==> config.mk <==
export PLATFORM = sky130hd
export DESIGN_NAME = strict_priority_multi_queue_top
export DESIGN_NICKNAME = d
export VERILOG_FILES = /design/src/hdl/spmq_pkg.sv /design/src/hdl/spmq_slot_ram.sv /design/src/hdl/spmq_queue_ctrl.sv /design/src/hdl/strict_priority_multi_queue_top.sv
export SDC_FILE = /design/constraint.sdc
export NUM_CORES = 1
export LEC_CHECK = 0
export BUFFER_PORTS_ARGS = -buffer_cell sky130_fd_sc_hd__buf_2
export CAP_MARGIN = 20
export CORE_MARGIN = 4
export CORE_UTILIZATION = 35
export CTS_BUF_LIST = sky130_fd_sc_hd__clkbuf_16
export CTS_CLUSTER_DIAMETER = 50
export DETAILED_ROUTE_END_ITERATION = 10
export PLACE_DENSITY_LB_ADDON = 0.08
export SYNTH_ARGS = -nofsm -noshare
export SYNTH_HDL_FRONTEND = slang
export SYNTH_SLANG_ARGS = --single-unit
==> constraint.sdc <==
create_clock -name clock -period 4.1 [get_ports clock]
set_input_delay 0.615 -clock clock [delete_from_list [all_inputs] [get_ports clock]]
set_output_delay 0.615 -clock clock [all_outputs]
set_load 0.005 [all_outputs]
==> src/hdl/spmq_pkg.sv <==
// Shared types and constants for the strict priority multi-queue.
// No dependencies; used by spmq_queue_ctrl, the top level and the testbench.
package spmq_pkg;

   localparam int DEPTH_DEF  = 16;
   localparam int LEVELS_DEF = 3;

   // CSR map: word index of each register
   localparam int CSR_ADDR_W   = 3;
   localparam int CSR_DATA_W   = 32;
   localparam logic CSR_SHUTDOWN = 1'b0;

   typedef enum logic {
      OP_PUSH = 1'b0,
      OP_POP  = 1'b1
   } opcode_type;

   typedef enum logic [2:0] {
      ST_PUSHED         = 3'd0,
      ST_DROPPED        = 3'd1,
      ST_POPPED         = 3'd2,
      ST_EMPTY_RETRY    = 3'd3,
      ST_EMPTY_SHUTDOWN = 3'd4
   } status_type;

   typedef struct packed {
      logic        opcode;
      logic [1:0]  priority_req;
      logic [15:0] task_handle;
   } req_type;

   typedef struct packed {
      logic [2:0]  status;
      logic [15:0] popped_handle;
      logic [1:0]  popped_level;
   } rsp_type;

   // Per-request outcome from the queue controller
   typedef struct packed {
      status_type status;
      logic [1:0] level;
      logic       hit;     // pop found an entry; handle comes from the slot RAM
   } res_type;

endpackage

==> src/hdl/spmq_slot_ram.sv <==
// Slot storage for all priority levels: one write port, one registered read port.
// Depends on nothing but its parameters.
module spmq_slot_ram #(
   parameter int ENTRIES = 48,
   parameter int ADDR_W  = 6
) (
   input  logic              clock,
   input  logic              wr_en,
   input  logic [ADDR_W-1:0] wr_addr,
   input  logic [15:0]       wr_data,
   input  logic              rd_en,
   input  logic [ADDR_W-1:0] rd_addr,
   output logic [15:0]       rd_data
);

   logic [15:0] mem_ff [ENTRIES];
   logic [15:0] rd_data_ff;

   always_ff @(posedge clock) begin
      if (wr_en) begin
         mem_ff[wr_addr] <= wr_data;
      end
   end

   always_ff @(posedge clock) begin
      if (rd_en) begin
         rd_data_ff <= mem_ff[rd_addr];
      end
   end

   assign rd_data = rd_data_ff;

endmodule

==> src/hdl/spmq_queue_ctrl.sv <==
// Per-level head/tail/count pointers, push/pop decision and slot RAM addressing.
// Depends on spmq_pkg.
module spmq_queue_ctrl #(
   parameter int DEPTH  = spmq_pkg::DEPTH_DEF,
   parameter int LEVELS = spmq_pkg::LEVELS_DEF,
   parameter int ADDR_W = 6
) (
   input  logic                clock,
   input  logic                reset,
   input  logic                op_en,
   input  spmq_pkg::req_type   req,
   input  logic                shutdown,
   output logic                ram_wr_en,
   output logic                ram_rd_en,
   output logic [ADDR_W-1:0]   ram_addr,
   output logic [15:0]         ram_wr_data,
   output spmq_pkg::res_type   res
);

   localparam int IDX_W = (DEPTH > 1) ? $clog2(DEPTH) : 1;
   localparam int CNT_W = $clog2(DEPTH + 1);
   localparam int LVL_W = (LEVELS > 1) ? $clog2(LEVELS) : 1;

   logic [IDX_W-1:0] head_ff [LEVELS];
   logic [IDX_W-1:0] head_in [LEVELS];
   logic [IDX_W-1:0] tail_ff [LEVELS];
   logic [IDX_W-1:0] tail_in [LEVELS];
   logic [CNT_W-1:0] cnt_ff  [LEVELS];
   logic [CNT_W-1:0] cnt_in  [LEVELS];

   logic             is_pop;
   logic             in_range;
   logic             push_ok;
   logic             found;
   logic [LVL_W-1:0] push_lvl;
   logic [LVL_W-1:0] pop_lvl;
   logic [LVL_W-1:0] sel_lvl;
   logic [IDX_W-1:0] sel_idx;

   // priority encoder: lowest non-empty level wins
   always_comb begin
      found   = 1'b0;
      pop_lvl = '0;
      for (int i = LEVELS - 1; i >= 0; i--) begin
         if (cnt_ff[i] != '0) begin
            found   = 1'b1;
            pop_lvl = LVL_W'(i);
         end
      end
   end

   assign is_pop   = (req.opcode == spmq_pkg::OP_POP);
   assign in_range = ({30'd0, req.priority_req} < 32'(LEVELS));
   assign push_lvl = LVL_W'(req.priority_req);
   assign push_ok  = in_range && (cnt_ff[push_lvl] != CNT_W'(DEPTH));

   // next pointer state
   always_comb begin
      head_in = head_ff;
      tail_in = tail_ff;
      cnt_in  = cnt_ff;
      if (op_en) begin
         if (is_pop) begin
            if (found) begin
               head_in[pop_lvl] = (head_ff[pop_lvl] == IDX_W'(DEPTH - 1)) ? '0 :
                                  head_ff[pop_lvl] + 1'b1;
               cnt_in[pop_lvl]  = cnt_ff[pop_lvl] - 1'b1;
            end
         end else if (push_ok) begin
            tail_in[push_lvl] = (tail_ff[push_lvl] == IDX_W'(DEPTH - 1)) ? '0 :
                                tail_ff[push_lvl] + 1'b1;
            cnt_in[push_lvl]  = cnt_ff[push_lvl] + 1'b1;
         end
      end
   end

   always_ff @(posedge clock) begin
      if (reset) begin
         for (int i = 0; i < LEVELS; i++) begin
            head_ff[i] <= '0;
            tail_ff[i] <= '0;
            cnt_ff[i]  <= '0;
         end
      end else begin
         head_ff <= head_in;
         tail_ff <= tail_in;
         cnt_ff  <= cnt_in;
      end
   end

   // RAM access: level base plus ring index
   assign sel_lvl     = is_pop ? pop_lvl : push_lvl;
   assign sel_idx     = is_pop ? head_ff[pop_lvl] : tail_ff[push_lvl];
   assign ram_addr    = ADDR_W'(ADDR_W'(sel_lvl) * ADDR_W'(DEPTH)) + ADDR_W'(sel_idx);
   assign ram_wr_en   = op_en && !is_pop && push_ok;
   assign ram_rd_en   = op_en && is_pop && found;
   assign ram_wr_data = req.task_handle;

   // outcome
   always_comb begin
      res.hit   = 1'b0;
      res.level = 2'd0;
      if (is_pop) begin
         if (found) begin
            res.status = spmq_pkg::ST_POPPED;
            res.level  = 2'(pop_lvl);
            res.hit    = 1'b1;
         end else if (shutdown) begin
            res.status = spmq_pkg::ST_EMPTY_SHUTDOWN;
         end else begin
            res.status = spmq_pkg::ST_EMPTY_RETRY;
         end
      end else if (push_ok) begin
         res.status = spmq_pkg::ST_PUSHED;
      end else begin
         res.status = spmq_pkg::ST_DROPPED;
      end
   end

endmodule

==> src/hdl/strict_priority_multi_queue_top.sv <==
// Top level of the strict priority multi-queue: handshakes, CSR port, result register.
// Depends on spmq_pkg, spmq_slot_ram and spmq_queue_ctrl.
//
// Usage:
//   req_*  : request channel (valid/ready). A request is a push (priority_req,
//            task_handle) or a pop. Level 0 is served first on a pop.
//   rsp_*  : one response per request (valid/ready): status, popped_handle,
//            popped_level. Handle and level are zero unless status is popped.
//   csr_*  : APB-style port, one register at byte 0: bit 0 = shutdown. With
//            shutdown set a pop on empty queues reports shut down, else retry.
// Pipeline:
//   An accepted request passes the pointer update and slot RAM read, which
//   are registered together, and then the response register, from which its
//   response can be taken. A new request is not taken while the last one is
//   in the RAM read stage: req_ready is low in the cycle after an accept.
// Reset (synchronous): all levels empty, shutdown cleared, no response pending.
//   Slot RAM contents are not cleared; only written slots are ever read.
// Stall: while rsp_valid is high and rsp_ready low the response holds and
//   req_ready stays low; no request is lost or reordered.
module strict_priority_multi_queue_top #(
   parameter int DEPTH  = spmq_pkg::DEPTH_DEF,
   parameter int LEVELS = spmq_pkg::LEVELS_DEF
) (
   input  logic                              clock,
   input  logic                              reset,
   // request channel
   input  logic                              req_valid,
   output logic                              req_ready,
   input  spmq_pkg::req_type                 req_data,
   // response channel
   output logic                              rsp_valid,
   input  logic                              rsp_ready,
   output spmq_pkg::rsp_type                 rsp_data,
   // CSR port
   input  logic                              csr_psel,
   input  logic                              csr_penable,
   input  logic                              csr_pwrite,
   input  logic [spmq_pkg::CSR_ADDR_W-1:0]   csr_paddr,
   input  logic [spmq_pkg::CSR_DATA_W-1:0]   csr_pwdata,
   output logic [spmq_pkg::CSR_DATA_W-1:0]   csr_prdata,
   output logic                              csr_pready
);

   localparam int ENTRIES = LEVELS * DEPTH;
   localparam int ADDR_W  = (ENTRIES > 1) ? $clog2(ENTRIES) : 1;

   // CSR
   logic shutdown_ff;
   logic shutdown_in;
   logic csr_wr;
   logic csr_hit;

   // request/response pipeline
   logic                req_fire;
   logic                s1_valid_ff;
   logic                s1_valid_in;
   spmq_pkg::res_type   s1_res_ff;
   logic                rsp_valid_ff;
   logic                rsp_valid_in;
   spmq_pkg::rsp_type   rsp_data_ff;
   spmq_pkg::rsp_type   rsp_data_in;

   // controller <-> RAM
   logic                ram_wr_en;
   logic                ram_rd_en;
   logic [ADDR_W-1:0]   ram_addr;
   logic [15:0]         ram_wr_data;
   logic [15:0]         ram_rd_data;
   spmq_pkg::res_type   res;

   // ---------------- CSR ----------------
   assign csr_pready = 1'b1;
   assign csr_hit    = (csr_paddr[2] == spmq_pkg::CSR_SHUTDOWN);
   assign csr_wr     = csr_psel && csr_penable && csr_pwrite && csr_pready;
   assign shutdown_in = (csr_wr && csr_hit) ? csr_pwdata[0] : shutdown_ff;
   assign csr_prdata  = csr_hit ? {31'd0, shutdown_ff} : '0;

   always_ff @(posedge clock) begin
      if (reset) begin
         shutdown_ff <= 1'b0;
      end else begin
         shutdown_ff <= shutdown_in;
      end
   end

   // ---------------- request side ----------------
   // Accept only when the RAM stage is free and the output register will be
   // empty by the time this request reaches it.
   assign req_ready = !s1_valid_ff && (!rsp_valid_ff || rsp_ready);
   assign req_fire  = req_valid && req_ready;

   spmq_queue_ctrl #(
      .DEPTH  (DEPTH),
      .LEVELS (LEVELS),
      .ADDR_W (ADDR_W)
   ) u_ctrl (
      .clock       (clock),
      .reset       (reset),
      .op_en       (req_fire),
      .req         (req_data),
      .shutdown    (shutdown_ff),
      .ram_wr_en   (ram_wr_en),
      .ram_rd_en   (ram_rd_en),
      .ram_addr    (ram_addr),
      .ram_wr_data (ram_wr_data),
      .res         (res)
   );

   spmq_slot_ram #(
      .ENTRIES (ENTRIES),
      .ADDR_W  (ADDR_W)
   ) u_ram (
      .clock   (clock),
      .wr_en   (ram_wr_en),
      .wr_addr (ram_addr),
      .wr_data (ram_wr_data),
      .rd_en   (ram_rd_en),
      .rd_addr (ram_addr),
      .rd_data (ram_rd_data)
   );

   // ---------------- RAM read stage ----------------
   assign s1_valid_in = req_fire;

   always_ff @(posedge clock) begin
      if (reset) begin
         s1_valid_ff <= 1'b0;
      end else begin
         s1_valid_ff <= s1_valid_in;
      end
   end

   always_ff @(posedge clock) begin
      if (req_fire) begin
         s1_res_ff <= res;
      end
   end

   // ---------------- response register ----------------
   // s1 always finds the output register empty (guaranteed by req_ready).
   always_comb begin
      rsp_data_in.status        = s1_res_ff.status;
      rsp_data_in.popped_level  = s1_res_ff.level;
      rsp_data_in.popped_handle = s1_res_ff.hit ? ram_rd_data : 16'd0;
   end

   always_comb begin
      rsp_valid_in = rsp_valid_ff;
      if (s1_valid_ff) begin
         rsp_valid_in = 1'b1;
      end else if (rsp_ready) begin
         rsp_valid_in = 1'b0;
      end
   end

   always_ff @(posedge clock) begin
      if (reset) begin
         rsp_valid_ff <= 1'b0;
      end else begin
         rsp_valid_ff <= rsp_valid_in;
      end
   end

   always_ff @(posedge clock) begin
      if (s1_valid_ff) begin
         rsp_data_ff <= rsp_data_in;
      end
   end

   assign rsp_valid = rsp_valid_ff;
   assign rsp_data  = rsp_data_ff;

endmodule

After elaboration in Yosys (flattened, before gate mapping)
Memories as Yosys holds them, arrays and structs flattened. A register that Yosys moved wholly into a read port is not among the register bits.
Cells that the tools add are included.
{"block": "word_totals", "reg_bits": 69, "mem_bits_rw": 768, "inputBits": 61, "out_inout_bits": 56, "elab_cells": 109, "n_memories": 1}
{"block": "op_classes", "add_sub_neg": 5, "order_cmp": 5, "n_eq_ne": 4, "n_mux": 47, "bitwise_logic": 4, "n_reduce_logical": 25}
{"name": "u_ram.mem_ff", "words": 48, "word_bits": 16, "rd": 1, "rd_clocked_by_memory_dff": 1, "wr": 1, "line_no": "spmq_slot_ram.sv:16", "source": "logic [15:0] mem_ff [ENTRIES];"}
{"operator": "2-to-1 mux 15 bit", "count": 3}
{"operator": "2-to-1 mux 4 bit", "count": 9}
{"operator": "bitwise mux 15 bit", "count": 2}
{"operator": "2-to-1 mux 5 bit", "count": 6}
{"operator": "bitwise mux 12 bit", "count": 2}
{"operator": "binary-select mux 5 bit (select 2 bit)", "count": 2}
{"operator": "demux 5 bit (select 2 bit)", "count": 2}
{"operator": "binary-select mux 4 bit (select 2 bit)", "count": 2}
{"operator": "demux 4 bit (select 2 bit)", "count": 2}
{"operator": "nonzero test 5 bit", "count": 3}
{"operator": "logical AND 1 bit", "count": 12}
{"operator": "2-to-1 mux 1 bit", "count": 10}
{"operator": "2-to-1 mux 3 bit", "count": 3}
{"operator": "AND reduction 3 bit", "count": 3}
{"operator": "adder 4 x 1 -> 4 bit (second input constant)", "count": 2}
{"operator": "equality test 4 bit (second input constant)", "count": 2}
{"operator": "2-to-1 mux 2 bit", "count": 4}
{"operator": "adder 6 x 4 -> 6 bit", "count": 1}
{"operator": ">= comparator 3 bit (second input constant)", "count": 2}
{"operator": "< comparator 3 x 1 -> 1 bit (second input constant)", "count": 2}
{"operator": "inverter 2 -> 3 bit", "count": 2}
{"operator": "adder 5 x 1 -> 5 bit (second input constant)", "count": 1}
{"operator": "inequality test 5 bit (second input constant)", "count": 1}
{"operator": "subtractor 5 x 1 -> 5 bit (second input constant)", "count": 1}
{"operator": "other kinds (7)", "count": 11}

Longest topological paths before layout
Gate-level depths: netlist of run 1.
{"block": "depth", "ltp_word": 12, "depth_mapped": 16, "depth_no_buf": 13}

By module
From an unflattened synthesis of run 1, not the netlist that was laid out.
{"block": "unflattened", "hier_cells": 1896, "hier_area_um2": 34368.0}
{"mod": "spmq_slot_ram", "n_inst": 1, "cells_per_inst": 1499, "area_per_inst_um2": 30460.5, "seq_area_each_um2": 23542.6}
{"mod": "spmq_queue_ctrl", "n_inst": 1, "cells_per_inst": 306, "area_per_inst_um2": 2575.0, "seq_area_each_um2": 780.7}
{"mod": "strict_priority_multi_queue_top", "n_inst": 1, "cells_per_inst": 91, "area_per_inst_um2": 1332.5, "seq_area_each_um2": 870.8}

Worst setup path before layout of run 1
No wires, ideal clock.
{"block": "synth_path", "path_kind": "input to register", "from": "input req_data[17] (netlist bit)", "to": "memory u_ram.mem_ff[40][0], enable pin", "setup_time_ps": 388, "t_arrival_ps": 3389, "t_required_ps": 3712, "setup_slack_ps": 322, "cell_stages": 12, "n_path_buf": 2, "path_cell_list": "buf_2 buf_2 mux2i_1 o21ai_0 inv_1 ha_1 inv_1 o41ai_1 or2_2 nor2_1 nand2_1 nor2_1"}
{"block": "synth_via", "elab_chain_len": 9, "elab_cells_between_ends": 16, "cone_classes": "1 x add/sub; 1 x order compare; 1 x eq/ne; 10 x mux; 1 x bitwise; 2 x reduce/logical"}
{"item": "from (decl)", "line_no": "strict_priority_multi_queue_top.sv:29", "source": "input spmq_pkg::req_type req_data,"}
{"item": "parallel branches: the longest is 9 deep, another holds adder 6 x 4 -> 6 bit"}
{"item": "to (decl)", "line_no": "spmq_slot_ram.sv:16"}
Parallel ways; which one is timed is not known. The select of a mux whose other input is x is not followed.

Worst setup path in the final report of run 1
{"block": "layout_path", "from": "register u_ctrl.cnt_ff[10] (netlist bit)", "to": "register u_ram.rd_data_ff[9], in the netlist u_ram.rd_data[9] (read register of u_ram.mem_ff), data pin"}
{"block": "layout_via", "elab_chain_len": 8, "elab_cells_between_ends": 11, "cone_classes": "1 x add/sub; 7 x mux; 1 x bitwise; 2 x reduce/logical"}
{"item": "from (decl)", "line_no": "spmq_queue_ctrl.sv:28", "source": "logic [CNT_W-1:0] cnt_ff [LEVELS];"}
{"item": "from (signal assigned)", "line_no": "spmq_queue_ctrl.sv:87", "source": "cnt_ff <= cnt_in;"}
{"item": "nonzero test 5 bit *", "line_no": "spmq_queue_ctrl.sv:45", "source": "if (cnt_ff[i] != '0) begin"}
{"item": "2-to-1 mux 2 bit", "line_no": "spmq_queue_ctrl.sv:45"}
{"item": "inverter 2 -> 3 bit (implied by the code)", "line_no": "spmq_queue_ctrl.sv:93", "source": "assign sel_idx = is_pop ? head_ff[pop_lvl] : tail_ff[push_lvl];"}
{"item": "binary-select mux 4 bit (select 2 bit)", "line_no": "spmq_queue_ctrl.sv:93"}
{"item": "2-to-1 mux 4 bit (implied by the code) (2 in series)", "line_no": "spmq_queue_ctrl.sv:93"}
{"item": "2-to-1 mux 4 bit", "line_no": "spmq_queue_ctrl.sv:93"}
{"item": "adder 6 x 4 -> 6 bit", "line_no": "spmq_queue_ctrl.sv:94", "source": "assign ram_addr = ADDR_W'(ADDR_W'(sel_lvl) * ADDR_W'(DEPTH)) + ADDR_W'(sel_idx);"}
{"item": "to (decl)", "line_no": "spmq_slot_ram.sv:17", "source": "logic [15:0] rd_data_ff;"}
Mark *: on every way between the ends. The rest lies on a longest branch, timed or not. The select of a mux whose other input is x is not followed.
A chain may end at the register's enable or synchronous reset.

==> results of run 1 <==
[worst min-delay path, stage by stage]
cell,delay [ns]
buf_2,0.08
mux2i_1,0.05
nor2_1,0.08
[power breakdown]
group          switching (mW)  internal (mW)
registers              0.0391           9.66
logic                    2.86           1.69
clock network            3.77           5.88
[per-layer routing]
| metal | track usage | vias up | wire, um |
|---|---|---|---|
| li1 | - | 9693 | - |
| met2 | 0.371 | 790 | 55800 |
| met1 | 0.330 | 11526 | 54000 |
| met3 | 0.0334 | 152 | 7180 |
| met5 | 0 | - | 0 |
| met4 | 0.0515 | 0 | 2500 |
[how the worst max path moves through the flow]
stage | startpoint | endpoint | slack, ns
6_report | u_ctrl.cnt_ff[10] | u_ram.rd_data[9] | 0.05
5_1_grt | u_ctrl.cnt_ff[10] | u_ram.rd_data[12] | -0.006
4_1_cts | u_ctrl.cnt_ff[10] | u_ram.rd_data[1] | -0.03
3_5_place_dp | req_data[17] | u_ram.rd_data[1] | -0.39
3_3_place_gp | req_data[17] | u_ram.rd_data[1] | -0.37
2_1_floorplan | req_data[17] | u_ram.mem_ff[40][0] | 0.32
[flip-flops by register name (all words and copies together) (netlist names)]
register	count
rsp_data	21
rsp_data_in	5
rsp_valid	1
s1_res_ff	1
s1_valid_ff	1
shutdown_ff	1
u_ctrl.cnt_ff	15
u_ctrl.head_ff	12
u_ctrl.tail_ff	12
u_ram.mem_ff	768
u_ram.rd_data	16
[metrics by stage]
step,setup slack [ns],cell area [sq um]
2_1_floorplan,0.322,34300
3_3_place_gp,-0.371,39100
4_1_cts,-0.0261,42900
3_5_place_dp,-0.388,39100
5_1_grt,-0.00615,43000
6_report,0.0503,43000
[kinds of logic (layout without fill, tap and decap cells)]
family	count (synthesis)	after routing	synth area share
flops	853	853	0.737
compound gates	487	487	0.103
other cells	2	32	0.000220
xor+xnor	9	9	0.00231
buf+inv	160	647	0.0275
simple gates	562	562	0.0729
fa+ha+maj	5	5	0.00183
mux	171	171	0.0553
[synthesized netlist by cell type, drive strengths merged, types with 23 or more instances]
master / instances / area share
clkbuf: 33 / 0.0036
mux2i: 137 / 0.040
nand3: 36 / 0.0054
a21oi: 136 / 0.020
o21ai: 29 / 0.0042
o2bb2ai: 36 / 0.0092
a22oi: 44 / 0.0097
a211oi: 26 / 0.0062
edfxtp: 811 / 0.71
buf: 113 / 0.022
nor2: 155 / 0.017
a2111oi: 23 / 0.0064
nor3: 37 / 0.0063
dfxtp: 42 / 0.025
o22ai: 36 / 0.0066
a221oi: 28 / 0.0075
nand2: 261 / 0.029
[area by class of cell]
class / instances / area [sq um]
clock buffers: 109 / 2730
clock inverters: 92 / 961
fillers: 8742 / 53800
inverters: 14 / 52.6
multi-input cells: 1266 / 8370
flip-flops and latches: 853 / 25200
well taps: 1276 / 1600
repair buffers: 432 / 4120
[cell usage in the layout, fill, tap and decap left out, drive strengths merged, types with 6 or more instances in the layout]
| cell type | n |
|---|---|
| a221oi | 28 |
| mux2i | 137 |
| conb | 32 |
| clkinv | 41 |
| a2bb2oi | 6 |
| clkinvlp | 12 |
| a21oi | 136 |
| o21ai | 29 |
| nand4 | 21 |
| and2 | 17 |
| o211ai | 10 |
| edfxtp | 811 |
| mux2 | 22 |
| a2111oi | 23 |
| a31oi | 9 |
| bufinv | 16 |
| nor4 | 6 |
| a221o | 8 |
| o2111ai | 8 |
| dfxtp | 42 |
| a22o | 13 |
| inv | 37 |
| mux4 | 12 |
| nand3 | 36 |
| nand2 | 261 |
| a22oi | 44 |
| and3 | 6 |
| clkbuf | 109 |
| o22ai | 36 |
| o2bb2ai | 36 |
| o22a | 7 |
| nor3 | 37 |
| a211oi | 26 |
| a32oi | 9 |
| a211o | 9 |
| buf | 432 |
| nor2 | 155 |
| o221ai | 14 |
[what timing repair did]
item,4_1_cts,5_1_grt
cloned,0,0
buffers inserted,0,2
resized for setup,9,19
pin swaps,0,4
setup endpoints to repair,8,14
==> qor.csv, run 1 <==
metric,value,unit
antenna violations before repair,8,
hold path start,csr_pwdata[0],
Max Clock Freq,0.247,GHz
DIE HEIGHT,320,um
Mean Syn Cell Area,15.2,sq um
Final setup viols,0,
initial drt markers,2285,
post-DP HPWL,82000,um
Synth Register Bits,853,
DRT Pass-1 Iters,7,
slowest cell on the critical path,or4_1,
R2R Setup Slk,0.05,ns
worst vdd ir,0.316,mV
Post-synth EDFFs,811,
reg2reg start,u_ctrl.cnt_ff[10],
final std cells w/o fill,4042,
Final GP Congestion,0.905,
CTS tree,built,
diodes inserted,0,
crit path cell chain,or4_4 > nor2_4 > nand2_4 > a221oi_4 > buf_12 > buf_12 > nor3_4 > buf_12 > buf_4 > a22o_1 > a22oi_1 > nand4_1 > or4_1,
Avg WL per Cell,29.5,um
first-pass GRT wire length,168000,um
startpoint types,flop,
io pins,117,
All-Layer GR Usage,0.230,
cell area after synthesis,0.0342,sq mm
core area,0.0969,sq mm
worst hold path depth,3,
number of cells on the critical path,13,
Worst Hold Slack,0.198,ns
run status,completed,
Num CTS Buffers,108,
routed wire length,119000,um
P_leak,15.0,nW
Worst Skew,0.0293,ns
final core utilization,0.444,
Power Total,23.9,mW
Synth-to-Final Area Change,25.9,%
largest net degree at the start of global routing,49,
number of hold buffers added after cts,0,
total grt overflow,0,
clk slew on worst S/H paths,0.06,ns
Cells after Synth,2249,
Clock Latency Late Sink,0.68,ns
width of the chip,320,um
crit-path max FO,12,
clk buf depth,3,
drt drc,0,
Worst path most repeated cell,buf_12,
R2R depth,13,
delay of the slowest cell on the worst path,0.64,ns
routed via count,22161,
"FFs w/ async S/R, synth",0,
TritonCTS Sinks,853,
pins over their slew limit,0,
number of max-cap violations,0,
hold worst-path end,shutdown_ff,
placement row count,114,
crit path kind,reg2reg,
PwrDens,555,mW/mm^2
hold crit path type,in2reg,
number of routed nets with antenna violations,0,
"Hold Violations, Final",0,
PortBufs,51,
Rel. slew slack,0.272,
drt via density,5.48,
Ys Warns,0,
Reg-to-Reg End,u_ram.rd_data[9],
full die area,0.103,sq mm
number of global-route vias before repair,21874,
Final Critical Period,4.05,ns
Worst-Margin Slew,1.09,ns
CP top delay family,simple AND/OR/NAND/NOR gates,
"Seq/Total Area, Yosys",0.737,
clk root buf,clkbuf_16,
Main synth FF type,edfxtp_1,
share of layout cells above drive strength 1,0.255,
H-tree depth,3,
CP Data Required Time,4.47,ns
Cell variety after synth,85,
Setup TNS Final,0,ns
Initial Util,0.353,
element type at the critical path end,flop,
"Arr. time, crit path",4.42,ns
fin nets,2741,
DP Cell Count,3836,
CP bufs+invs,4,
Tcrit/Tclk final,0.988,
No activity file was read; power rests on OpenSTA's default activity.
==> run 2, diff against run 1 <==
--- a/config.mk
+++ b/config.mk
@@ -7,6 +7,7 @@
 export LEC_CHECK = 0
 export BUFFER_PORTS_ARGS = -buffer_cell sky130_fd_sc_hd__buf_2
 export CAP_MARGIN = 20
+export CORE_ASPECT_RATIO = 2
 export CORE_MARGIN = 4
 export CORE_UTILIZATION = 35
 export CTS_BUF_LIST = sky130_fd_sc_hd__clkbuf_16
==> run 2 against run 1 <==
Net effect: the run now ends with negative setup slack left; via count increased by 1.0%; worst hold slack lost 0.012 ns; cell count is 0.47% lower; largest power group unchanged; largest cell class unchanged; final area fell by 0.94%; routed wire length increased by 11%; first-iteration DRC count shrank 15%; sequential power about the same; critical path depth unchanged; global-route usage up 2.4 points; highest routed layer unchanged; combinational power rose by 7.5%.
==> qor.csv, run 2 (synthesis results as in run 1) <==
metric,value,unit,change
run status,"finished, violations left",,
failing checks,negative setup slack,,
PwrDens,524,mW/mm^2,-5.7%
most flop-heavy register,u_ram.mem_ff,,
Switch Pwr,6.47,mW,-3.0%
P_leak,15.0,nW,-0.20%
routed via count,22392,,+1.0%
PortBufs,51,,unchanged
io pins,117,,unchanged
most frequent cells in the layout,"edfxtp_1 (811), buf_4 (382), nand2_1 (257)",,
combinational fraction of design power,0.218,,+0.028
hold crit path type,in2reg,,
worst vdd ir,0.310,mV,-1.8%
routed wire length,133000,um,+11%
slowest cell on the critical path,or4_4,,
Final Critical Period,4.11,ns,+0.0580 ns
full die area,0.103,sq mm,+0.29%
Rel. slew slack,0.212,,-0.0601
drt drc,0,,unchanged
DIE HEIGHT,450,um,+40%
crit-path max FO,21,,+9
Max Clock Freq,0.243,GHz,-1.4%
clk root buf,clkbuf_16,,
TritonCTS Sinks,853,,unchanged
element type at the critical path end,flop,,
Placement Cell Area,0.0397,sq mm,+1.4%
post-route cell area,0.0426,sq mm,-0.94%
Setup TNS Final,-0.00772,ns,-0.00772 ns
CP bufs+invs,6,,+2
Clock Latency Late Sink,0.69,ns,about the same
number of flip-flops in the largest register,768,,unchanged
CP Data Required Time,4.63,ns,+0.16 ns
core area,0.0967,sq mm,-0.16%
largest net degree at the start of global routing,49,,unchanged
width of the chip,229,um,-29%
Worst-Margin Slew,1.18,ns,+0.0902 ns
placement row count,161,,+41%
crit path cell chain,or4_4 > nor3_4 > buf_4 > a221oi_4 > buf_4 > buf_12 > buf_12 > nor2_2 > buf_4 > a211oi_1 > buf_4 > o32ai_1 > or4_1,,
number of global-route vias before repair,22893,,+4.7%
Worst Hold Slack,0.185,ns,-0.0122 ns
Final GP Congestion,0.951,,+5.0%
initial drt markers,1951,,-15%
Synth-to-Final Area Change,24.7,%,
"worst slack, placed",-0.348,ns,+0.0401 ns
Sw Ratio,0.290,,+0.0107
Final setup viols,1,,+1
first-pass GRT wire length,183000,um,+8.9%
fin nets,2803,,+2.3%
total grt overflow,0,,unchanged
Initial Util,0.353,,+0.000575
number of hold buffers added after cts,0,,unchanged
diodes inserted,0,,unchanged
Tcrit/Tclk final,1.00,,+0.0141
Reg power frac,0.435,,+0.029
H-tree depth,3,,unchanged
"Arr. time, crit path",4.64,ns,+0.22 ns
drt via density,5.57,,+1.5%
Num CTS Buffers,81,,-25%
CTS tree,built,,
number of max-cap violations,0,,unchanged
Worst Skew,0.0367,ns,+0.00734 ns
clk buf depth,3,,unchanged
crit path kind,reg2reg,,
"commonest non-fill, non-tap cell in the layout",edfxtp_1,,
antenna violations before repair,6,,-2
"Hold Violations, Final",0,,unchanged
Power Total,22.3,mW,-6.6%
Worst path most repeated cell,buf_4,,
layout filler cell count,8774,,+0.37%
share of layout cells above drive strength 1,0.263,,+0.00824
CP top delay family,simple AND/OR/NAND/NOR gates,,
Avg WL per Cell,33.0,um,+12%
DRT Pass-1 Iters,5,,-2
delay of the slowest cell on the worst path,0.61,ns,-0.03 ns
Int Pwr,15.9,mW,-8.0%
number of routed nets with antenna violations,0,,unchanged
worst setup margin,-0.00772,ns,-0.0580 ns
startpoint types,flop,,
pins over their slew limit,0,,unchanged
All-Layer GR Usage,0.253,,+0.0238
post-DP HPWL,95900,um,+17%
Clock power frac,0.347,,-0.057
clk slew on worst S/H paths,0.07,ns,about the same
run 2: cell count changes in the layout (fill, tap and decap cells not counted), sizes merged:
cell / delta
bufinv: -8
clkbuf: -22
buf: +89
clkinv: -11
clkinvlp: -11
inv: -2
run 2: worst paths after layout:
| kind | start | to | slack [ns] | cells past startpoint |
|---|---|---|---|---|
| min reg2reg | rsp_data_in[20] | rsp_data[20] | 0.43 | 0 |
| min | csr_pwdata[0] | shutdown_ff | 0.19 | 3 |
| max | u_ctrl.cnt_ff[10] | u_ram.rd_data[13] | -0.008 | 13 |
| max reg2reg | u_ctrl.cnt_ff[10] | u_ram.rd_data[13] | -0.008 | 13 |
run 2: cell type report:
type                       count  area (sq um)  area share
multi-input combinational   1266          8350       0.196
inverter                      14          52.6     0.00123
clock buffer                  87          2180      0.0511
timing repair buffer         521          4800       0.113
sequential                   853         25200       0.591
clock inverter                60           512      0.0120
tap                         1222          1530      0.0359
run 2: power by group through the flow:
stage,logic (mW),registers (mW),clock network (mW)
2_1_floorplan,2.00,9.88,0
3_3_place_gp,4.76,9.89,0
3_5_place_dp,4.77,9.89,0
4_1_cts,4.81,9.70,7.90
5_1_grt,5.04,9.71,8.25
6_report,4.88,9.70,7.74
run 2: worst register-to-register path, delay by kind of cell (launching register included):
kind | cells | cell delay (ns)
buffers and inverters | 6 | 1.26
DFF | 1 | 0.34
AOI/OAI and AO/OA | 3 | 0.68
and+or+nand+nor | 4 | 1.72
run 2: routing by layer:
layer  vias up  routed length (um)  track usage
met3       243                5200       0.0287
met4         0                9550        0.151
met1     11607               46200        0.270
met5         -                   0            0
met2       771               71800        0.476
li1       9771                   -            -
run 2: what timing repair did:
| action | CTS | global route |
|---|---|---|
| gates resized for setup | 1 | 22 |
| setup endpoints to repair | 3 | 22 |
| pin swaps | 0 | 5 |
| endpoints found under the hold margin | 0 | 0 |
| buffers inserted | 2 | 10 |
run 2: through the flow:
stage                     cells  utilization
after floorplan            2279            -
after global placement     3859        0.410
after detailed placement   3862        0.410
after CTS                  4011        0.439
after global routing       4023        0.441
final                      4023        0.441
